File: config.mk
export PLATFORM = sky130hd
export DESIGN_NAME = motor_command_watchdog_gate_top
export DESIGN_NICKNAME = d
export VERILOG_FILES = /design/src/rtl/mcwg_pkg.sv /design/src/rtl/motor_command_watchdog_gate_top.sv /design/src/rtl/mcwg_div.sv
export SDC_FILE = /design/constraint.sdc
export NUM_CORES = 1
export LEC_CHECK = 0
export BUFFER_PORTS_ARGS = -buffer_cell sky130_fd_sc_hd__buf_2
export CAP_MARGIN = 15
export CORE_UTILIZATION = 45
export DETAILED_ROUTE_END_ITERATION = 8
export PLACE_DENSITY = 0.64
export SLEW_MARGIN = 25
export SYNTH_ARGS = -nofsm -noshare
export SYNTH_HDL_FRONTEND = slang
export SYNTH_SLANG_ARGS = --single-unit
File: constraint.sdc
create_clock -name clk -period 7.55 [get_ports clk]
set_input_delay 1.51 -clock clk [delete_from_list [all_inputs] [get_ports clk]]
set_output_delay 1.51 -clock clk [all_outputs]
set_load 0.05 [all_outputs]
File: src/rtl/mcwg_pkg.sv
// mcwg_pkg: widths and divider request/response types for the motor command gate
// used by mcwg_div and motor_command_watchdog_gate_top; no dependencies
package mcwg_pkg;

    localparam int AGE_W    = 16;
    localparam int LIM_W    = 10;
    localparam int FS_W     = 14;
    localparam int K_W      = 13;
    localparam int TO_W     = 16;
    localparam int PAY_W    = 16;
    localparam int RPM_W    = 13;
    localparam int DRV_W    = 11;
    localparam int MULB_W   = 14;
    localparam int PROD_W   = PAY_W + MULB_W;
    localparam int DIVD_W   = 22;
    localparam int DCNT_W   = $clog2(DIVD_W + 1);

    typedef struct packed {
        logic              start;
        logic [DIVD_W-1:0] dividend;
        logic [FS_W-1:0]   divisor;
    } div_req_t;

    typedef struct packed {
        logic              done;
        logic [DIVD_W-1:0] quotient;
    } div_rsp_t;

endpackage

File: src/rtl/motor_command_watchdog_gate_top.sv
// motor_command_watchdog_gate_top: watchdog gate and drive scaling for two motor channels
// depends on mcwg_pkg and mcwg_div
//
// Tick, deadman, link-alive and unknown commands are handled in S_IDLE; a speed command
// also passes S_SPD (one shared multiplier, then truncation). A control period that ends
// in a drive runs per channel S_MUL (one multiply), S_DIVL (one load) and S_DIV (the
// shared bit-serial divider until it is done), for rpm*drive_limit/rpm_full_scale, then
// S_EMIT; other control periods go straight to S_EMIT. Input stall is high while an
// item is in work or a result waits for a free output register; one finished result
// may sit in the output register while the next beat is taken.
module motor_command_watchdog_gate_top (
    input  logic                  clk,
    input  logic                  rst_n,
    input  logic                  cfg_we,
    input  logic [1:0]            cfg_index,
    input  logic [15:0]           cfg_data,
    input  logic                  in_valid,
    output logic                  in_stall,
    input  logic [2:0]            command,
    input  logic signed [15:0]    payload,
    input  logic                  link_online,
    output logic                  out_valid,
    input  logic                  out_stall,
    output logic [2:0]            action,
    output logic signed [10:0]    drive_ch1,
    output logic signed [10:0]    drive_ch2,
    output logic                  deadman_expired,
    output logic                  ch1_stale,
    output logic                  ch2_stale,
    output logic                  link_lost
);
    import mcwg_pkg::*;

    localparam logic [1:0] REG_LIMIT   = 2'd0;
    localparam logic [1:0] REG_FSCALE  = 2'd1;
    localparam logic [1:0] REG_K       = 2'd2;
    localparam logic [1:0] REG_TIMEOUT = 2'd3;

    localparam logic [2:0] CMD_TICK    = 3'd0;
    localparam logic [2:0] CMD_PERIOD  = 3'd1;
    localparam logic [2:0] CMD_DEADMAN = 3'd2;
    localparam logic [2:0] CMD_CH1     = 3'd3;
    localparam logic [2:0] CMD_CH2     = 3'd4;
    localparam logic [2:0] CMD_LINK    = 3'd5;

    localparam logic [2:0] ACT_NONE    = 3'd0;
    localparam logic [2:0] ACT_DRIVE   = 3'd1;
    localparam logic [2:0] ACT_STOP    = 3'd2;
    localparam logic [2:0] ACT_INIT    = 3'd3;
    localparam logic [2:0] ACT_IDENT   = 3'd4;

    localparam logic [2:0] S_IDLE = 3'd0;
    localparam logic [2:0] S_SPD  = 3'd1;
    localparam logic [2:0] S_MUL  = 3'd2;
    localparam logic [2:0] S_DIVL = 3'd3;
    localparam logic [2:0] S_DIV  = 3'd4;
    localparam logic [2:0] S_EMIT = 3'd5;

    logic [2:0]        state_reg, state_next;

    logic [LIM_W-1:0]  lim_reg, lim_next;
    logic [FS_W-1:0]   fs_reg, fs_next;
    logic [K_W-1:0]    k_reg, k_next;
    logic [TO_W-1:0]   to_reg, to_next;

    logic              dm_on_reg, dm_on_next;
    logic              live_reg, live_next;
    logic              init_reg, init_next;
    logic              idle_reg, idle_next;
    logic signed [RPM_W-1:0] rpm1_reg, rpm1_next;
    logic signed [RPM_W-1:0] rpm2_reg, rpm2_next;
    logic [AGE_W-1:0]  dm_age_reg, dm_age_next;
    logic [AGE_W-1:0]  c1_age_reg, c1_age_next;
    logic [AGE_W-1:0]  c2_age_reg, c2_age_next;
    logic [AGE_W-1:0]  ln_age_reg, ln_age_next;

    logic              ch_reg, ch_next;
    logic signed [PROD_W-1:0] prod_reg, prod_next;
    logic [2:0]        act_reg, act_next;
    logic [3:0]        flg_reg, flg_next;
    logic signed [DRV_W-1:0] d1_reg, d1_next;
    logic signed [DRV_W-1:0] d2_reg, d2_next;

    logic              ov_reg, ov_next;
    logic [2:0]        oact_reg, oact_next;
    logic [3:0]        oflg_reg, oflg_next;
    logic signed [DRV_W-1:0] od1_reg, od1_next;
    logic signed [DRV_W-1:0] od2_reg, od2_next;

    logic signed [PAY_W-1:0]  mul_a;
    logic signed [MULB_W-1:0] mul_b;
    logic signed [PROD_W-1:0] mul_p;
    logic              accept;
    logic              out_free;
    logic [PROD_W-1:0] prod_mag;
    logic signed [RPM_W-1:0] rpm_trunc;
    logic [DIVD_W-1:0] q_clamp;
    logic signed [DRV_W-1:0] drv_val;
    logic              f_dm, f_c1, f_c2, f_ln;

    div_req_t          div_req;
    div_rsp_t          div_rsp;

    mcwg_div u_div (
        .clk   (clk),
        .rst_n (rst_n),
        .req   (div_req),
        .rsp   (div_rsp)
    );

    assign in_stall = (state_reg != S_IDLE);
    assign accept   = in_valid && !in_stall;
    assign out_free = !ov_reg || !out_stall;

    // shared multiplier: speed conversion in idle, drive scaling otherwise
    always_comb
    begin
        if (state_reg == S_IDLE)
        begin
            mul_a = payload;
            mul_b = $signed({1'b0, k_reg});
        end
        else
        begin
            mul_a = PAY_W'(ch_reg ? rpm2_reg : rpm1_reg);
            mul_b = $signed({{(MULB_W-LIM_W){1'b0}}, lim_reg});
        end
    end
    assign mul_p = mul_a * mul_b;

    // toward-zero truncation of the Q16 product
    assign rpm_trunc = prod_reg[PROD_W-2 -: RPM_W]
                     + RPM_W'(prod_reg[PROD_W-1] && (prod_reg[15:0] != '0));

    assign prod_mag = prod_reg[PROD_W-1] ? PROD_W'(-prod_reg) : PROD_W'(prod_reg);

    always_comb
    begin
        if (div_rsp.quotient > DIVD_W'(lim_reg))
            q_clamp = DIVD_W'(lim_reg);
        else
            q_clamp = div_rsp.quotient;
        drv_val = prod_reg[PROD_W-1] ? -$signed(q_clamp[DRV_W-1:0])
                                     : $signed(q_clamp[DRV_W-1:0]);
    end

    assign f_dm = 32'(dm_age_reg) > 32'(to_reg);
    assign f_c1 = 32'(c1_age_reg) > 32'(to_reg);
    assign f_c2 = 32'(c2_age_reg) > 32'(to_reg);
    assign f_ln = 32'(ln_age_reg) > 32'(to_reg);

    assign div_req.start    = (state_reg == S_DIVL);
    assign div_req.dividend = prod_mag[DIVD_W-1:0];
    assign div_req.divisor  = fs_reg;

    always_comb
    begin
        state_next  = state_reg;
        lim_next    = lim_reg;
        fs_next     = fs_reg;
        k_next      = k_reg;
        to_next     = to_reg;
        dm_on_next  = dm_on_reg;
        live_next   = live_reg;
        init_next   = init_reg;
        idle_next   = idle_reg;
        rpm1_next   = rpm1_reg;
        rpm2_next   = rpm2_reg;
        dm_age_next = dm_age_reg;
        c1_age_next = c1_age_reg;
        c2_age_next = c2_age_reg;
        ln_age_next = ln_age_reg;
        ch_next     = ch_reg;
        prod_next   = prod_reg;
        act_next    = act_reg;
        flg_next    = flg_reg;
        d1_next     = d1_reg;
        d2_next     = d2_reg;
        ov_next     = ov_reg && out_stall;
        oact_next   = oact_reg;
        oflg_next   = oflg_reg;
        od1_next    = od1_reg;
        od2_next    = od2_reg;

        if (cfg_we)
        begin
            case (cfg_index)
                REG_LIMIT:   lim_next = cfg_data[LIM_W-1:0];
                REG_FSCALE:  fs_next  = cfg_data[FS_W-1:0];
                REG_K:       k_next   = cfg_data[K_W-1:0];
                REG_TIMEOUT: to_next  = cfg_data[TO_W-1:0];
                default:     lim_next = lim_reg;
            endcase
        end

        case (state_reg)
            S_IDLE:
            begin
                if (accept)
                begin
                    case (command)
                        CMD_TICK:
                        begin
                            dm_age_next = (&dm_age_reg) ? dm_age_reg : dm_age_reg + 1'b1;
                            c1_age_next = (&c1_age_reg) ? c1_age_reg : c1_age_reg + 1'b1;
                            c2_age_next = (&c2_age_reg) ? c2_age_reg : c2_age_reg + 1'b1;
                            ln_age_next = (&ln_age_reg) ? ln_age_reg : ln_age_reg + 1'b1;
                        end
                        CMD_DEADMAN:
                        begin
                            dm_on_next  = payload[0];
                            dm_age_next = '0;
                        end
                        CMD_CH1, CMD_CH2:
                        begin
                            ch_next    = (command == CMD_CH2);
                            live_next  = 1'b1;
                            prod_next  = mul_p;
                            state_next = S_SPD;
                            if (command == CMD_CH2)
                                c2_age_next = '0;
                            else
                                c1_age_next = '0;
                        end
                        CMD_LINK:
                            ln_age_next = '0;
                        CMD_PERIOD:
                        begin
                            act_next   = ACT_NONE;
                            flg_next   = '0;
                            d1_next    = '0;
                            d2_next    = '0;
                            state_next = S_EMIT;
                            if (!init_reg)
                            begin
                                if (link_online)
                                begin
                                    act_next  = ACT_INIT;
                                    init_next = 1'b1;
                                    idle_next = 1'b0;
                                end
                                else
                                    act_next = ACT_IDENT;
                            end
                            else if (idle_reg)
                            begin
                                if (32'(ln_age_reg) < 32'(to_reg))
                                    idle_next = 1'b0;
                            end
                            else if (dm_on_reg && live_reg)
                            begin
                                flg_next = {f_dm, f_c1, f_c2, f_ln};
                                if (f_dm)
                                    dm_on_next = 1'b0;
                                if (f_c1 || f_c2)
                                    live_next = 1'b0;
                                if (f_ln)
                                    init_next = 1'b0;
                                if (f_dm || f_c1 || f_c2 || f_ln)
                                begin
                                    rpm1_next = '0;
                                    rpm2_next = '0;
                                end
                                else
                                begin
                                    act_next   = ACT_DRIVE;
                                    ch_next    = 1'b0;
                                    state_next = S_MUL;
                                end
                            end
                            else
                            begin
                                act_next  = ACT_STOP;
                                idle_next = 1'b1;
                            end
                        end
                        default:
                            state_next = S_IDLE;
                    endcase
                end
            end
            S_SPD:
            begin
                if (ch_reg)
                    rpm2_next = rpm_trunc;
                else
                    rpm1_next = rpm_trunc;
                state_next = S_IDLE;
            end
            S_MUL:
            begin
                prod_next  = mul_p;
                state_next = S_DIVL;
            end
            S_DIVL:
                state_next = S_DIV;
            S_DIV:
            begin
                if (div_rsp.done)
                begin
                    if (ch_reg)
                    begin
                        d2_next    = drv_val;
                        state_next = S_EMIT;
                    end
                    else
                    begin
                        d1_next    = drv_val;
                        ch_next    = 1'b1;
                        state_next = S_MUL;
                    end
                end
            end
            S_EMIT:
            begin
                if (out_free)
                begin
                    ov_next    = 1'b1;
                    oact_next  = act_reg;
                    oflg_next  = flg_reg;
                    od1_next   = d1_reg;
                    od2_next   = d2_reg;
                    state_next = S_IDLE;
                end
            end
            default:
                state_next = S_IDLE;
        endcase
    end

    always_ff @(posedge clk or negedge rst_n)
    begin
        if (!rst_n)
        begin
            state_reg  <= S_IDLE;
            lim_reg    <= LIM_W'(700);
            fs_reg     <= FS_W'(2000);
            k_reg      <= K_W'(1280);
            to_reg     <= TO_W'(500);
            dm_on_reg  <= 1'b0;
            live_reg   <= 1'b0;
            init_reg   <= 1'b0;
            idle_reg   <= 1'b1;
            rpm1_reg   <= '0;
            rpm2_reg   <= '0;
            dm_age_reg <= '0;
            c1_age_reg <= '1;
            c2_age_reg <= '1;
            ln_age_reg <= '0;
            ov_reg     <= 1'b0;
        end
        else
        begin
            state_reg  <= state_next;
            lim_reg    <= lim_next;
            fs_reg     <= fs_next;
            k_reg      <= k_next;
            to_reg     <= to_next;
            dm_on_reg  <= dm_on_next;
            live_reg   <= live_next;
            init_reg   <= init_next;
            idle_reg   <= idle_next;
            rpm1_reg   <= rpm1_next;
            rpm2_reg   <= rpm2_next;
            dm_age_reg <= dm_age_next;
            c1_age_reg <= c1_age_next;
            c2_age_reg <= c2_age_next;
            ln_age_reg <= ln_age_next;
            ov_reg     <= ov_next;
        end
    end

    always_ff @(posedge clk)
    begin
        ch_reg   <= ch_next;
        prod_reg <= prod_next;
        act_reg  <= act_next;
        flg_reg  <= flg_next;
        d1_reg   <= d1_next;
        d2_reg   <= d2_next;
        oact_reg <= oact_next;
        oflg_reg <= oflg_next;
        od1_reg  <= od1_next;
        od2_reg  <= od2_next;
    end

    assign out_valid       = ov_reg;
    assign action          = oact_reg;
    assign drive_ch1       = od1_reg;
    assign drive_ch2       = od2_reg;
    assign deadman_expired = oflg_reg[3];
    assign ch1_stale       = oflg_reg[2];
    assign ch2_stale       = oflg_reg[1];
    assign link_lost       = oflg_reg[0];

`ifndef ASSERT_OFF
    a_drive_zero: assert property (@(posedge clk) disable iff (!rst_n)
        (out_valid && action != ACT_DRIVE) |-> (drive_ch1 == '0 && drive_ch2 == '0))
        else $error("nonzero drive without drive action");

    a_stale_no_drive: assert property (@(posedge clk) disable iff (!rst_n)
        (out_valid && (deadman_expired || ch1_stale || ch2_stale || link_lost))
        |-> (action == ACT_NONE))
        else $error("stale source with an action other than none");

    a_tick_no_result: assert property (@(posedge clk) disable iff (!rst_n)
        (in_valid && !in_stall && command == CMD_TICK && !out_valid) |=> !out_valid)
        else $error("tick beat produced a result");

    a_drive_bound: assert property (@(posedge clk) disable iff (!rst_n)
        out_valid |-> (drive_ch1 <= $signed({1'b0, lim_reg})
                       && drive_ch1 >= -$signed({1'b0, lim_reg})
                       && drive_ch2 <= $signed({1'b0, lim_reg})
                       && drive_ch2 >= -$signed({1'b0, lim_reg})))
        else $error("drive beyond limit");
`endif

endmodule

File: src/rtl/mcwg_div.sv
// mcwg_div: restoring unsigned divider, one quotient bit per cycle
// depends on mcwg_pkg
module mcwg_div (
    input  logic              clk,
    input  logic              rst_n,
    input  mcwg_pkg::div_req_t req,
    output mcwg_pkg::div_rsp_t rsp
);
    import mcwg_pkg::*;

    logic [DIVD_W-1:0] quo_reg, quo_next;
    logic [FS_W-1:0]   rem_reg, rem_next;
    logic [FS_W-1:0]   dvs_reg, dvs_next;
    logic [DCNT_W-1:0] cnt_reg, cnt_next;
    logic              done_reg, done_next;
    logic [FS_W:0]     trial;
    logic [FS_W:0]     diff;

    assign trial = {rem_reg, quo_reg[DIVD_W-1]};
    assign diff  = trial - {1'b0, dvs_reg};

    always_comb
    begin
        quo_next  = quo_reg;
        rem_next  = rem_reg;
        dvs_next  = dvs_reg;
        cnt_next  = cnt_reg;
        done_next = 1'b0;
        if (req.start)
        begin
            quo_next = req.dividend;
            rem_next = '0;
            dvs_next = (req.divisor == '0) ? FS_W'(1) : req.divisor;
            cnt_next = DCNT_W'(DIVD_W);
        end
        else if (cnt_reg != '0)
        begin
            if (trial >= {1'b0, dvs_reg})
            begin
                rem_next = diff[FS_W-1:0];
                quo_next = {quo_reg[DIVD_W-2:0], 1'b1};
            end
            else
            begin
                rem_next = trial[FS_W-1:0];
                quo_next = {quo_reg[DIVD_W-2:0], 1'b0};
            end
            cnt_next  = cnt_reg - 1'b1;
            done_next = (cnt_reg == DCNT_W'(1));
        end
    end

    always_ff @(posedge clk or negedge rst_n)
    begin
        if (!rst_n)
        begin
            cnt_reg  <= '0;
            done_reg <= 1'b0;
        end
        else
        begin
            cnt_reg  <= cnt_next;
            done_reg <= done_next;
        end
    end

    always_ff @(posedge clk)
    begin
        quo_reg <= quo_next;
        rem_reg <= rem_next;
        dvs_reg <= dvs_next;
    end

    assign rsp.done     = done_reg;
    assign rsp.quotient = quo_reg;

endmodule

After elaboration in Yosys (flattened, before gate mapping)
Index checks and enable logic that the tools add are counted.

Bits in registers: 296. Latch bits: 0. Memory bits (writable): 0. ROM bits: 0. Input port bits: 43. Output and inout bits: 31. Logic and storage cells: 240. Memories kept: 0.

Add/subtract/negate cells: 9. $mul: 1. Divide/modulo/power cells: 0. Order comparisons: 7. Equality and inequality tests: 44. Shift-type cells: 0. Multiplexer cells: 90. Bitwise operators: 2. Reduce and logical (&&, ||, !) cells: 56.

Operators with widths (count): two-way mux 16 bit (8); one-hot mux 16 bit (2 select lines) (4); two-way mux 13 bit (9); two-way mux 11 bit (8); two-way mux 22 bit (3); adder 16 x 1 -> 16 bit (second input constant) (4); > comparator 16 bit (4); AND reduction 16 bit (4); two-way mux 30 bit (2); one-hot mux 30 bit (2 select lines) (1); one-hot mux 13 bit (2 select lines) (2); one-hot mux 11 bit (2 select lines) (2); inequality test 2 bit (second input constant) (20); two-way mux 3 bit (12); multiplier 16 x 14 -> 30 bit (1); two-way mux 1 bit (30); AND reduction 8 bit (3); > comparator 22 x 10 -> 1 bit (1); negator 22 bit (1); AND reduction 5 bit (4); nonzero test 2 bit (10); less-than comparator 16 bit (1); AND reduction 4 bit (4); nonzero test 16 bit (1); other kinds (33) (70).

Longest topological paths before layout
Word-level depth: 11. Gate-level depth with buffers: 29. Mapped depth without buffers: 25.

Hierarchy
A second synthesis with hierarchy kept.

Cells, all modules: 2432. Area total of the unflattened synthesis: 24192.0 um^2.

Modules (own cells, without submodules): motor_command_watchdog_gate_top (instances 1, cells each 2151, area each 21072.7 um^2, sequential area each 6517.5 um^2); mcwg_div (instances 1, cells each 281, area each 3119.2 um^2, sequential area each 1511.4 um^2).

Worst setup path after synthesis
No wires, ideal clock.

Path kind: register to register. Start point: register state_reg[1]. End point: register prod_reg[28] (data pin). Library setup time: 0.261 ns. Data arrival time: 7.109 ns. Required time: 7.289 ns. Setup slack: 0.180 ns. Stages on the path, launching flop included: 25. Path buffers: 2. Clock period less this slack: 7.370 ns. Cell sequence: dfrtp_1 -> clkbuf_1 -> nor3_2 -> inv_2 -> clkbuf_1 -> o21ai_1 -> nor2_1 -> fa_1 -> inv_1 -> fa_1 -> inv_1 -> fa_1 -> fa_1 -> fa_1 -> inv_1 -> fa_1 -> inv_1 -> ha_1 -> a21o_1 -> a311o_1 -> a211oi_1 -> o22ai_1 -> nor2_1 -> a31oi_1 -> a311o_1.

Longest elaborated chain between the ends: 6. Elaborated cells between the ends (all ways): 8. Those cells by class: mul: 1; eq/ne: 1; mux: 5; reduce/logical: 1.

Ends and longest elaborated chain: start, declared (line motor_command_watchdog_gate_top.sv:59) `logic [2:0] state_reg, state_next;`; start signal, assigned (line motor_command_watchdog_gate_top.sv:354) `state_reg <= state_next;`; logical NOT 3 bit * (line motor_command_watchdog_gate_top.sv:118) `if (state_reg == S_IDLE)`; two-way mux 16 bit / two-way mux 13 bit (equally long branches) (line motor_command_watchdog_gate_top.sv:118); multiplier 16 x 14 -> 30 bit * (line motor_command_watchdog_gate_top.sv:129) `assign mul_p = mul_a * mul_b;`; net mul_p[28] (line motor_command_watchdog_gate_top.sv:92) `logic signed [PROD_W-1:0] mul_p;`; two-way mux 30 bit (line motor_command_watchdog_gate_top.sv:201) `case (command)`; two-way mux 30 bit (line motor_command_watchdog_gate_top.sv:199) `if (accept)`; one-hot mux 30 bit (2 select lines) * (line motor_command_watchdog_gate_top.sv:196) `case (state_reg)`; end signal, assigned (line motor_command_watchdog_gate_top.sv:376) `prod_reg <= prod_next;`; end, declared (line motor_command_watchdog_gate_top.sv:78) `logic signed [PROD_W-1:0] prod_reg, prod_next;`.

The timed path passes the listed nets; every way through them passes the cells marked *. The select of a mux whose other input is x is not followed. A chain may end at the register's enable or synchronous reset.

Final worst setup path
Start point: register ch_reg. End point: register prod_reg[22] (data pin).

Longest elaborated chain between the ends: 6.

Ends and longest elaborated chain: start, declared (line motor_command_watchdog_gate_top.sv:77) `logic ch_reg, ch_next;`; start signal, assigned (line motor_command_watchdog_gate_top.sv:375) `ch_reg <= ch_next;`; two-way mux 16 bit * (line motor_command_watchdog_gate_top.sv:125) `mul_a = PAY_W'(ch_reg ? rpm2_reg : rpm1_reg);`; two-way mux 16 bit * (line motor_command_watchdog_gate_top.sv:118); multiplier 16 x 14 -> 30 bit * (line motor_command_watchdog_gate_top.sv:129); net mul_p[22] (line motor_command_watchdog_gate_top.sv:92); two-way mux 30 bit (line motor_command_watchdog_gate_top.sv:201); two-way mux 30 bit (line motor_command_watchdog_gate_top.sv:199); one-hot mux 30 bit (2 select lines) * (line motor_command_watchdog_gate_top.sv:196).

Marked as above.

==> results.ini <==
[finish]
largest_reg_flops=30
syn2layout_area_growth_pct=12.6
drive_gt1_frac=0.147
final_common_cell=inv_1
final_core_util=0.512
layout_common_cells=333 x inv_1, 239 x nand2_1, 203 x fa_1
nNetsFinal=3011
stdcell_area_sq_mm=0.0269

[synthesis]
syn_inst=2451
synth-seq-cells=296
yosys.area.top_type=fa_1
yosysUniqueCellTypes=80
netlist_top_cells_area=fa_1 17%, edfxtp_1 16%, dfrtp_1 11%
yosysWarningCount=0
synthFlopType=edfxtp_1
synth_edf_count=125
avgSynthCellArea_sq_um=9.74
synth.net_count=2870
ys_seq_area_frac=0.336
async_flop_share=0.530
synth_area_sq_mm=0.0239
yosysTopAreaCellShare=0.170

[cts]
numCtsBuffers=31
cts.sinks=296
cts_tree=built
htreeDepth=1
clock_path_buffers=3
worstSkewPairLatency_ns=0.57
cts-root-buf=clkbuf_16
path_clk_slew_ns=0.06
hold_buffers=0

[grt]
grt_pass1_wl_um=97500
grt_usage=0.228
grt_pass1_vias=18127
grt_overflow=0
grt_max_degree=96
antenna_found_initial=2

[setup_path]
critPathMaxStageDelay_ns=0.56
r2r_start=ch_reg$_SDFFCE_PP1P_
r2r_end=prod_reg[22]$_DFFE_PP_
cp.arrival_ns=7.59
slowest_stage=edfxtp_1
reg2reg_slack_ns=0.27
crit_type=flop to flop
cp.required_ns=7.87
cp-start-kind=flop
cp_max_fo=13
end_kind=flop
reg2reg_depth=25

[sta]
setup_violations=0
clock-skew-final_ns=0.0147
timing.slew.headroom=0.359
min_period_over_period=0.964
timing.fmax_ghz=0.137
whs_ns=0.415
hold_viol=0
rsz0062_at_grt=false
period_minus_slack_ns=7.28
worst_pin_slew_ns=0.960
final_max_slew_viol_count=0

[status]
status=finished clean

[placement]
gp_congestion=0.913
port_buffers=73
hpwl_um=47800
dpl_cell_area_sq_mm=0.0258

[min_path]
hold_depth=0
hp-class=flop to flop
worstHoldStart=flg_reg[0]$_SDFFCE_PP0P_
min_to=oflg_reg[0]$_DFFE_PP_

[floorplanning]
rows=84
die_h_um=232
initial_core_util=0.455
die_area_sq_mm=0.0540
ios=74
die_w_um=232
core_sq_mm=0.0524

[route]
drc=0
post_drt_wl_per_cell_um=18.5
vias=18358
drtAntennaViolNets=0
routed_wl_um=61200
vias_per_cell=5.55
drt_pass1_iterations=8
drt_first_iter_violations=1329

[run]
max_cap_viol_count=0

-- layer usage --
| metal | global-route usage | share of wire |
|---|---|---|
| met1 | 0.318 | 0.45 |
| met2 | 0.363 | 0.46 |
| met3 | 0.0376 | 0.070 |
| met4 | 0.0683 | 0.029 |
| met5 | 0 | 0 |
-- timing repair --
item                                    CTS  global route
endpoints found under the setup margin    0             5
gates resized for setup                   0             4
setup buffers                             0             4
-- logic make-up (layout without fill, tap and decap cells) --
group / count (synthesis) / count (layout) / share of synthesized area
muxes: 81 / 81 / 0.0394
DFF: 296 / 296 / 0.336
other: 0 / 1 / 0
adders and majority gates: 376 / 376 / 0.261
and+or+nand+nor: 731 / 731 / 0.144
AOI/OAI and AO/OA: 455 / 455 / 0.120
buffers and inverters: 419 / 584 / 0.0659
xor gates and xnor gates: 93 / 93 / 0.0341
-- cell type report --
type                    instances  area, sq um
inverters                     336         1260
well taps                     688          861
clock buffers                  40          870
repair buffers                191         1320
clock inverters                17          163
multi-input cells            1736        14400
fillers                      4717        25600
diodes                          1         2.50
flip-flops and latches        296         8030
-- worst max path at each step --
| stage | from | to | slack (ns) | depth (start not counted) |
|---|---|---|---|---|
| final | ch_reg$_SDFFCE_PP1P_ | prod_reg[22]$_DFFE_PP_ | 0.27 | 25 |
| after global routing | state_reg[2]$_DFFE_PN0P_ | prod_reg[28]$_DFFE_PP_ | 0.03 | 28 |
| after CTS | ch_reg$_SDFFCE_PP1P_ | prod_reg[28]$_DFFE_PP_ | 0.18 | 19 |
| after detailed placement | payload[11] | prod_reg[29]$_DFFE_PP_ | -0.18 | 23 |
| after global placement | payload[11] | prod_reg[28]$_DFFE_PP_ | -0.08 | 21 |
| after floorplan | state_reg[1]$_DFFE_PN0P_ | prod_reg[28]$_DFFE_PP_ | 0.18 | 24 |
-- metrics by stage --
step / std cells / setup TNS, ns / setup slack [ns]
2_1_floorplan: 2451 / 0 / 0.180
3_3_place_gp: 3242 / -0.115 / -0.0829
3_5_place_dp: 3242 / -0.584 / -0.185
4_1_cts: 3299 / 0 / 0.183
5_1_grt: 3305 / 0 / 0.0326
6_report: 3305 / 0 / 0.271
-- Yosys cell counts (22+ instances only) --
master / number
inv_1: 333
nand2_1: 240
fa_1: 203
nor2_1: 200
ha_1: 173
o21ai_0: 157
edfxtp_1: 125
dfrtp_1: 104
a21oi_1: 81
clkbuf_1: 75
and3_1: 70
dfstp_2: 53
nand3_1: 51
xor2_1: 50
mux2_2: 44
xnor2_1: 43
nor3_1: 34
mux2i_1: 31
o21a_1: 28
a21o_1: 26
o21ai_1: 23
nand4_1: 22
-- worst max-delay path: cells and delay by family (launching register included) --
family                     cells  cell delay (ns)
and+or+nand+nor                2             0.30
buffers and inverters          7             0.61
muxes                          1             0.35
AOI/OAI and AO/OA              8             1.81
adders and majority gates      7             3.36
DFF                            1             0.56
Power is not shown: default switching activity piles up to over one toggle a cycle in this logic, so the estimate is an artifact.
